==> src/rtl/core/jpgdqt_pkg.sv <==
package jpgdqt_pkg;

   // marker code bytes
   localparam logic [7:0] PREFIX_CODE = 8'hFF;
   localparam logic [7:0] SOI_CODE    = 8'hD8;
   localparam logic [7:0] APP0_CODE   = 8'hE0;
   localparam logic [7:0] APPN_FIRST  = 8'hE1;
   localparam logic [7:0] APPN_LAST   = 8'hEF;
   localparam logic [7:0] DQT_CODE    = 8'hDB;
   localparam logic [7:0] SOF0_CODE   = 8'hC0;
   localparam logic [7:0] DHT_CODE    = 8'hC4;
   localparam logic [7:0] SOS_CODE    = 8'hDA;
   localparam logic [7:0] EOI_CODE    = 8'hD9;

   localparam int TABLE_DEPTH = 64;
   localparam int INDEX_WIDTH = $clog2(TABLE_DEPTH);

   typedef enum logic [2:0] {
      CLASS_SOI  = 3'd0,
      CLASS_APP0 = 3'd1,
      CLASS_APPN = 3'd2,
      CLASS_DQT  = 3'd3,
      CLASS_SOF0 = 3'd4,
      CLASS_DHT  = 3'd5,
      CLASS_SOS  = 3'd6,
      CLASS_EOI  = 3'd7
   } marker_class_type;

   typedef enum logic {
      KIND_EVENT = 1'b0,
      KIND_ELEMENT = 1'b1
   } result_kind_type;

   typedef struct packed {
      logic             known;
      marker_class_type mclass;
   } marker_info_type;

   // controller to datapath
   typedef struct packed {
      logic event_load;   // load a marker event into the result register
      logic info_latch;   // latch precision and table id, restart zigzag count
      logic value_write;  // store one value at the current zigzag position
      logic dump_read;    // read the next row-major entry into the result register
   } dp_cmd_type;

   // datapath to controller
   typedef struct packed {
      logic             byte_is_prefix;
      logic             code_known;
      marker_class_type code_class;
      logic             zigzag_last;
      logic             dump_last;
   } dp_status_type;

   // zigzag position to natural (row-major) index
   localparam logic [INDEX_WIDTH-1:0] ZIGZAG_TO_NATURAL [TABLE_DEPTH] = '{
       6'd0,  6'd1,  6'd8, 6'd16,  6'd9,  6'd2,  6'd3, 6'd10,
      6'd17, 6'd24, 6'd32, 6'd25, 6'd18, 6'd11,  6'd4,  6'd5,
      6'd12, 6'd19, 6'd26, 6'd33, 6'd40, 6'd48, 6'd41, 6'd34,
      6'd27, 6'd20, 6'd13,  6'd6,  6'd7, 6'd14, 6'd21, 6'd28,
      6'd35, 6'd42, 6'd49, 6'd56, 6'd57, 6'd50, 6'd43, 6'd36,
      6'd29, 6'd22, 6'd15, 6'd23, 6'd30, 6'd37, 6'd44, 6'd51,
      6'd58, 6'd59, 6'd52, 6'd45, 6'd38, 6'd31, 6'd39, 6'd46,
      6'd53, 6'd60, 6'd61, 6'd54, 6'd47, 6'd55, 6'd62, 6'd63
   };

   function automatic marker_info_type classify(input logic [7:0] code);
      marker_info_type info;
      info.known  = 1'b1;
      info.mclass = CLASS_SOI;
      case (code) inside
         SOI_CODE:                 info.mclass = CLASS_SOI;
         APP0_CODE:                info.mclass = CLASS_APP0;
         [APPN_FIRST:APPN_LAST]:   info.mclass = CLASS_APPN;
         DQT_CODE:                 info.mclass = CLASS_DQT;
         SOF0_CODE:                info.mclass = CLASS_SOF0;
         DHT_CODE:                 info.mclass = CLASS_DHT;
         SOS_CODE:                 info.mclass = CLASS_SOS;
         EOI_CODE:                 info.mclass = CLASS_EOI;
         default:                  info.known  = 1'b0;
      endcase
      return info;
   endfunction

endpackage

==> src/rtl/core/jpgdqt_dp.sv <==
module jpgdqt_dp (
   input  logic                          clock,
   input  logic                          reset,
   input  logic [7:0]                    data_byte,
   input  jpgdqt_pkg::dp_cmd_type        cmd,
   output jpgdqt_pkg::dp_status_type     status,
   output logic                          result_kind,
   output logic [2:0]                    marker_class,
   output logic [7:0]                    marker_code,
   output logic [3:0]                    table_number,
   output logic [3:0]                    table_precision,
   output logic [7:0]                    quant_value,
   output logic [2:0]                    row_index,
   output logic [2:0]                    col_index,
   output logic                          last_of_run
);

   localparam int IW = jpgdqt_pkg::INDEX_WIDTH;

   logic [7:0] quant_mem [jpgdqt_pkg::TABLE_DEPTH];

   logic [IW-1:0] zigzag_ff, zigzag_in;
   logic [IW-1:0] dump_ff, dump_in;
   logic [3:0]    number_ff;
   logic [3:0]    precision_ff;
   logic [7:0]    value_ff;
   logic          kind_ff;
   logic [2:0]    class_ff;
   logic [7:0]    code_ff;
   logic [IW-1:0] index_ff;
   logic          last_ff;

   jpgdqt_pkg::marker_info_type info;

   assign info = jpgdqt_pkg::classify(data_byte);

   assign status.byte_is_prefix = (data_byte == jpgdqt_pkg::PREFIX_CODE);
   assign status.code_known     = info.known;
   assign status.code_class     = info.mclass;
   assign status.zigzag_last    = (zigzag_ff == IW'(jpgdqt_pkg::TABLE_DEPTH - 1));
   assign status.dump_last      = (dump_ff == IW'(jpgdqt_pkg::TABLE_DEPTH - 1));

   always_comb begin
      zigzag_in = zigzag_ff;
      dump_in   = dump_ff;
      if (cmd.info_latch) begin
         zigzag_in = '0;
      end else if (cmd.value_write) begin
         zigzag_in = zigzag_ff + 1'b1;
      end
      if (cmd.dump_read) begin
         dump_in = dump_ff + 1'b1;
      end
   end

   always_ff @(posedge clock) begin
      if (reset) begin
         zigzag_ff    <= '0;
         dump_ff      <= '0;
         number_ff    <= '0;
         precision_ff <= '0;
      end else begin
         zigzag_ff <= zigzag_in;
         dump_ff   <= dump_in;
         if (cmd.info_latch) begin
            precision_ff <= data_byte[7:4];
            number_ff    <= data_byte[3:0];
         end
      end
   end

   // table store: one write port, one registered read port
   always_ff @(posedge clock) begin
      if (cmd.value_write) begin
         quant_mem[jpgdqt_pkg::ZIGZAG_TO_NATURAL[zigzag_ff]] <= data_byte;
      end
      if (cmd.dump_read) begin
         value_ff <= quant_mem[dump_ff];
      end
   end

   // result payload
   always_ff @(posedge clock) begin
      if (cmd.event_load) begin
         kind_ff  <= jpgdqt_pkg::KIND_EVENT;
         class_ff <= info.mclass;
         code_ff  <= data_byte;
         index_ff <= '0;
         last_ff  <= 1'b1;
      end else if (cmd.dump_read) begin
         kind_ff  <= jpgdqt_pkg::KIND_ELEMENT;
         class_ff <= jpgdqt_pkg::CLASS_DQT;
         code_ff  <= jpgdqt_pkg::DQT_CODE;
         index_ff <= dump_ff;
         last_ff  <= status.dump_last;
      end
   end

   assign result_kind     = kind_ff;
   assign marker_class    = class_ff;
   assign marker_code     = code_ff;
   assign table_number    = kind_ff ? number_ff : 4'd0;
   assign table_precision = kind_ff ? precision_ff : 4'd0;
   assign quant_value     = kind_ff ? value_ff : 8'd0;
   assign row_index       = index_ff[IW-1:IW-3];
   assign col_index       = index_ff[2:0];
   assign last_of_run     = last_ff;

endmodule

==> src/rtl/core/jpgdqt_ctrl.sv <==
module jpgdqt_ctrl (
   input  logic                          clock,
   input  logic                          reset,
   input  logic                          req_valid,
   output logic                          req_ready,
   output logic                          rsp_valid,
   input  logic                          rsp_ready,
   input  jpgdqt_pkg::dp_status_type     status,
   output jpgdqt_pkg::dp_cmd_type        cmd
);

   typedef enum logic [2:0] {
      ST_SCAN,
      ST_LEN_HI,
      ST_LEN_LO,
      ST_INFO,
      ST_VALUES,
      ST_DUMP
   } state_type;

   state_type state_ff, state_in;
   logic      pending_ff, pending_in;
   logic      rsp_valid_ff, rsp_valid_in;
   logic      out_free;
   logic      accept;

   // result register can take a new entry
   assign out_free  = !rsp_valid_ff || rsp_ready;
   assign req_ready = (state_ff != ST_DUMP) && out_free;
   assign accept    = req_valid && req_ready;
   assign rsp_valid = rsp_valid_ff;

   always_comb begin
      state_in     = state_ff;
      pending_in   = pending_ff;
      rsp_valid_in = rsp_valid_ff && !rsp_ready;
      cmd          = '0;
      case (state_ff)
         ST_SCAN: begin
            if (accept) begin
               if (!pending_ff) begin
                  pending_in = status.byte_is_prefix;
               end else if (!status.byte_is_prefix) begin
                  pending_in = 1'b0;
                  if (status.code_known) begin
                     cmd.event_load = 1'b1;
                     rsp_valid_in   = 1'b1;
                     if (status.code_class == jpgdqt_pkg::CLASS_DQT) begin
                        state_in = ST_LEN_HI;
                     end
                  end
               end
            end
         end
         ST_LEN_HI: begin
            if (accept) begin
               state_in = ST_LEN_LO;
            end
         end
         ST_LEN_LO: begin
            if (accept) begin
               state_in = ST_INFO;
            end
         end
         ST_INFO: begin
            if (accept) begin
               cmd.info_latch = 1'b1;
               state_in       = ST_VALUES;
            end
         end
         ST_VALUES: begin
            if (accept) begin
               cmd.value_write = 1'b1;
               if (status.zigzag_last) begin
                  state_in = ST_DUMP;
               end
            end
         end
         ST_DUMP: begin
            if (out_free) begin
               cmd.dump_read = 1'b1;
               rsp_valid_in  = 1'b1;
               if (status.dump_last) begin
                  state_in = ST_SCAN;
               end
            end
         end
         default: begin
            state_in   = ST_SCAN;
            pending_in = 1'b0;
         end
      endcase
   end

   always_ff @(posedge clock) begin
      if (reset) begin
         state_ff     <= ST_SCAN;
         pending_ff   <= 1'b0;
         rsp_valid_ff <= 1'b0;
      end else begin
         state_ff     <= state_in;
         pending_ff   <= pending_in;
         rsp_valid_ff <= rsp_valid_in;
      end
   end

endmodule

==> src/rtl/core/jpeg_marker_scan_dqt_load_core.sv <==
// a marker event is presented in the cycle after the code byte's transfer
// throughput: one byte per cycle in scan or table load while results drain
// a table dump sends 64 elements as they are taken, fed by the single
// registered read port of the 64-entry store; input is held off meanwhile
// reset (synchronous, active high) returns to scanning with no prefix pending
module jpeg_marker_scan_dqt_load_core (
   input  logic       clock,
   input  logic       reset,
   input  logic       req_valid,
   output logic       req_ready,
   input  logic [7:0] req_data_byte,
   output logic       rsp_valid,
   input  logic       rsp_ready,
   output logic       rsp_result_kind,
   output logic [2:0] rsp_marker_class,
   output logic [7:0] rsp_marker_code,
   output logic [3:0] rsp_table_number,
   output logic [3:0] rsp_table_precision,
   output logic [7:0] rsp_quant_value,
   output logic [2:0] rsp_row_index,
   output logic [2:0] rsp_col_index,
   output logic       rsp_last_of_run
);

   // commands from the sequencer, status back from the datapath
   jpgdqt_pkg::dp_cmd_type    cmd;
   jpgdqt_pkg::dp_status_type status;

   // sequencer: scan for prefix and code, walk the dqt header, run the dump
   jpgdqt_ctrl u_ctrl (
      .clock     (clock),
      .reset     (reset),
      .req_valid (req_valid),
      .req_ready (req_ready),
      .rsp_valid (rsp_valid),
      .rsp_ready (rsp_ready),
      .status    (status),
      .cmd       (cmd)
   );

   // datapath: code decode, zigzag store, result register
   jpgdqt_dp u_dp (
      .clock           (clock),
      .reset           (reset),
      .data_byte       (req_data_byte),
      .cmd             (cmd),
      .status          (status),
      .result_kind     (rsp_result_kind),
      .marker_class    (rsp_marker_class),
      .marker_code     (rsp_marker_code),
      .table_number    (rsp_table_number),
      .table_precision (rsp_table_precision),
      .quant_value     (rsp_quant_value),
      .row_index       (rsp_row_index),
      .col_index       (rsp_col_index),
      .last_of_run     (rsp_last_of_run)
   );

endmodule

==> config.mk <==
export PLATFORM = sky130hd
export DESIGN_NAME = jpeg_marker_scan_dqt_load_core
export DESIGN_NICKNAME = d
export VERILOG_FILES = /design/src/rtl/core/jpgdqt_pkg.sv /design/src/rtl/core/jpgdqt_dp.sv /design/src/rtl/core/jpgdqt_ctrl.sv /design/src/rtl/core/jpeg_marker_scan_dqt_load_core.sv
export SDC_FILE = /design/constraint.sdc
export NUM_CORES = 1
export LEC_CHECK = 0
export BUFFER_PORTS_ARGS = -buffer_cell sky130_fd_sc_hd__buf_2
export CAP_MARGIN = 20
export CELL_PAD_IN_SITES_DETAIL_PLACEMENT = 0
export CELL_PAD_IN_SITES_GLOBAL_PLACEMENT = 2
export CORE_UTILIZATION = 52
export CTS_CLUSTER_SIZE = 10
export DETAILED_ROUTE_END_ITERATION = 8
export PLACE_DENSITY_LB_ADDON = 0.1
export SLEW_MARGIN = 20
export SYNTH_ARGS = -nofsm -noshare
export SYNTH_HDL_FRONTEND = slang
export SYNTH_SLANG_ARGS = --single-unit
==> constraint.sdc <==
create_clock -name clock -period 9.2 [get_ports clock]
set_clock_uncertainty 0.15 [all_clocks]
set_input_delay 0.46 -clock clock [delete_from_list [all_inputs] [get_ports clock]]
set_output_delay 0.46 -clock clock [all_outputs]
set_load 0.01 [all_outputs]
==> impl_metrics.csv <==
group,metric,value,unit
critical_path,slowest_stage,"nand4_1",
critical_path,required,9250,ps
run_status,status,"complete, no violations",
layout,multi_input_area,6070,um^2
critical_path,crit_type,"reg2reg",
detailed_routing,wl_per_cell,28.3,um
worst_hold_path,hp-start,"reset",
logic_synthesis,syn_area_per_cell,17.7,um^2
power_and_ir_drop,p_per_area,201,nW/um^2
detailed_routing,drt-pass1-iter-count,5,
floorplan,ios,49,
critical_path,path_delay_family,"simple AND/OR/NAND/NOR gates",
logic_synthesis,postSynth.asyncResetShare,0,%
logic_synthesis,yosysWarningCount,0,
grt,grt.overflow.total,0,
worst_hold_path,hold_end,"u_dp.dump_ff[0]$_SDFFE_PP0P_",
critical_path,r2r_cells,8,
timing,tightest_slew,1080,ps
detailed_routing,route.detailed.drc,0,
logic_synthesis,synth-seq-area-share,71.7,%
logic_synthesis,synth_edf_count,531,
logic_synthesis,synthFlopType,"edfxtp_1",
place,io_buffers,48,
power_and_ir_drop,finalPower,5160,uW
place,gp_congestion,0.831,
logic_synthesis,synth_cell_type_count,58,
critical_path,critPathMaxStageDelay,900,ps
logic_synthesis,syn-cell-area,23100,um^2
clock_tree,cts_setup_buffers,0,
layout,final_cell_mix,"531 x edfxtp_1, 119 x mux4_2, 106 x nor2_1",
timing,tns,0,ps
timing,finalCriticalPeriod,4830,ps
floorplan,rows,76,
place,dp_hpwl,34.1,mm
critical_path,rr_startpoint,"u_dp.zigzag_ff[0]$_SDFFE_PP0P_",
floorplan,die_height,213,um
critical_path,critPathMaxFanout,14,
run,cap_violations,0,
critical_path,worstPathCellList,"inv_2 > ha_1 > and2_1 > o21ai_0 > a21oi_1 > o31ai_1 > nand4_1 > nor2_1",
layout,layout-drive-gt1-share,20.9,%
clock_tree,htree_num_levels,3,
floorplan,coreArea,43500,um^2
logic_synthesis,synth_seq_cells,564,
floorplan,fp.dieArea,45400,um^2
power_and_ir_drop,power_frac_comb,1.2,%
logic_synthesis,synthCells,1309,
grt,grt_pass1_wl,81.7,mm
power_and_ir_drop,pwr-share-clk,44.4,%
layout,final_util,59.2,%
power_and_ir_drop,switchingPower,1000,uW
detailed_routing,wl,55.8,mm
clock_tree,cts_buffer_depth,3,
layout,regArea,16600,um^2
grt,grt_pass1_vias,11900,
timing,fin_crit_sh,52.5,%
clock_tree,clkLatencyLatePin,580,ps
worst_hold_path,holdCritPathClass,"in2reg",
critical_path,endpoint_kind,"register",
critical_path,path_buf_inv,1,
grt,grt_max_degree,102,
detailed_routing,routed-via-count,12200,
grt,grt_usage,25.5,%
floorplan,start_util,53.3,%
critical_path,timing.rr.end,"u_dp.quant_mem[21][2]$_DFFE_PP_",
layout,area_growth,11.1,%
timing,clock.fmax,207,MHz
power_and_ir_drop,internal_power,4160,uW
critical_path,arrival,4880,ps
critical_path,start_kind,"register",
clock_tree,cts_buffers,67,
timing,hold_viol_final,0,
layout,fillers,3272,
clock_tree,cts_tree,"built",
clock_tree,root_buffer,"clkbuf_16",
power_and_ir_drop,sequentialPowerShare,54.3,%
clock_tree,clkTransAtPathRegs,60,ps
detailed_routing,drt-initial-drc-count,1274,
layout,num-nets-final,1401,
layout,mostFrequentLayoutCell,"edfxtp_1",
power_and_ir_drop,vdd_ir_drop_max,160,uV
detailed_routing,routed_via_density,6.19,
clock_tree,clock_sinks,564,
floorplan,die_x,213,um
timing,finalSetupViolations,0,
timing,rsz0062_at_grt,"false",
clock_tree,ctsHoldBuffers,0,
timing,drv_slew,0,
grt,antenna_found_initial,0,
power_and_ir_drop,switching_share,19.4,%
timing,maxSlewHeadroom,25.9,%
clock_tree,cts_resized,0,
critical_path,regToRegSetupSlack,4370,ps
detailed_routing,final_antenna_net_count,0,
worst_hold_path,worstHoldPathCells,2,
power_and_ir_drop,cellLeakagePower,0.00787,uW
stage by stage:
step | instance area (um^2) | hold WS, ps | instances | worst slack (ps)
2_1_floorplan | 23100 | 282 | 1310 | 6000
3_3_place_gp | 23900 | 290 | 1888 | 4610
3_5_place_dp | 23900 | 293 | 1888 | 4510
4_1_cts | 25700 | 142 | 1971 | 4500
5_1_grt | 25700 | 159 | 1972 | 4210
6_report | 25700 | 163 | 1973 | 4370
layer usage:
layer | share of wire [%] | GRT usage, % | vias up
met1 | 46 | 39.5 | 6385
li1 | - | - | 5315
met3 | 6.6 | 3.78 | 61
met5 | 0 | 0 | -
met2 | 46 | 38.5 | 450
met4 | 1.4 | 6.08 | 0
area by class of cell:
cell class,count,area share [%]
antenna,1,0.00973
clock buffer,79,6.94
clock inverter,4,0.131
inverter,18,0.263
multi-input combinational,653,23.6
sequential,564,64.6
tap,585,2.85
timing repair buffer,69,1.59
synthesized netlist by cell type (10+ instances only):
| library cell | n | area share, % |
|---|---|---|
| edfxtp_1 | 531 | 69 |
| mux4_2 | 119 | 12 |
| nor2_1 | 106 | 1.7 |
| nand2_1 | 60 | 0.97 |
| mux2i_1 | 46 | 2.0 |
| dfxtp_1 | 33 | 2.9 |
| a21oi_1 | 32 | 0.69 |
| o21ai_0 | 28 | 0.61 |
| and2_1 | 25 | 0.68 |
| buf_2 | 24 | 0.52 |
| nor2b_1 | 24 | 0.65 |
| clkbuf_1 | 23 | 0.37 |
| buf_4 | 21 | 0.68 |
| nor3_1 | 20 | 0.43 |
| nand2b_1 | 19 | 0.51 |
| inv_1 | 17 | 0.28 |
| ha_1 | 16 | 0.86 |
| mux2_2 | 14 | 0.68 |
| nand3_1 | 14 | 0.30 |
| o22ai_1 | 12 | 0.32 |
| a211oi_1 | 10 | 0.32 |
worst max path at each step:
stage	startpoint	endpoint	slack [ps]	cells after the start
finish	u_dp.zigzag_ff[0]$_SDFFE_PP0P_	u_dp.quant_mem[21][2]$_DFFE_PP_	4370	8
global route	u_dp.zigzag_ff[0]$_SDFFE_PP0P_	u_dp.quant_mem[61][7]$_DFFE_PP_	4210	8
CTS	u_dp.zigzag_ff[0]$_SDFFE_PP0P_	u_dp.quant_mem[37][3]$_DFFE_PP_	4500	8
detailed placement	u_dp.zigzag_ff[0]$_SDFFE_PP0P_	u_dp.quant_mem[37][3]$_DFFE_PP_	4510	8
global placement	u_dp.zigzag_ff[0]$_SDFFE_PP0P_	u_dp.quant_mem[37][3]$_DFFE_PP_	4610	8
floorplan	u_dp.zigzag_ff[0]$_SDFFE_PP0P_	u_dp.quant_mem[24][0]$_DFFE_PP_	6000	10
power groups by stage:
stage | Combinational (uW) | Sequential [uW] | Clock (uW)
global placement | 64.5 | 2860 | 0
CTS | 64.7 | 2810 | 2330
detailed placement | 65.4 | 2860 | 0
floorplan | 9.24 | 2860 | 0
global route | 68.8 | 2800 | 2420
finish | 63.5 | 2810 | 2300
flip-flops by register name, indices dropped and copies added, names as in the netlist:
signal             flops
u_dp.index_ff          6
u_dp.number_ff         4
u_dp.last_of_run       1
u_dp.marker_code       8
u_dp.marker_class      3
u_ctrl.rsp_valid       1
u_ctrl.pending_ff      1
u_ctrl.state_ff        3
u_dp.zigzag_ff         6
u_dp.result_kind       1
u_dp.dump_ff           6
u_dp.value_ff          8
u_dp.precision_ff      4
u_dp.quant_mem       512
logic make-up after synthesis:
family | after synthesis | synth area share [%]
adders and majority gates | 16 | 0.865
muxes | 179 | 14.2
AOI/OAI and AO/OA | 140 | 4.18
other | 1 | 0.0162
xor gates and xnor gates | 13 | 0.492
and+or+nand+nor | 303 | 6.38
DFF | 564 | 71.7
buffers and inverters | 93 | 2.08
Note: power is estimated with default switching activity, not from simulation.
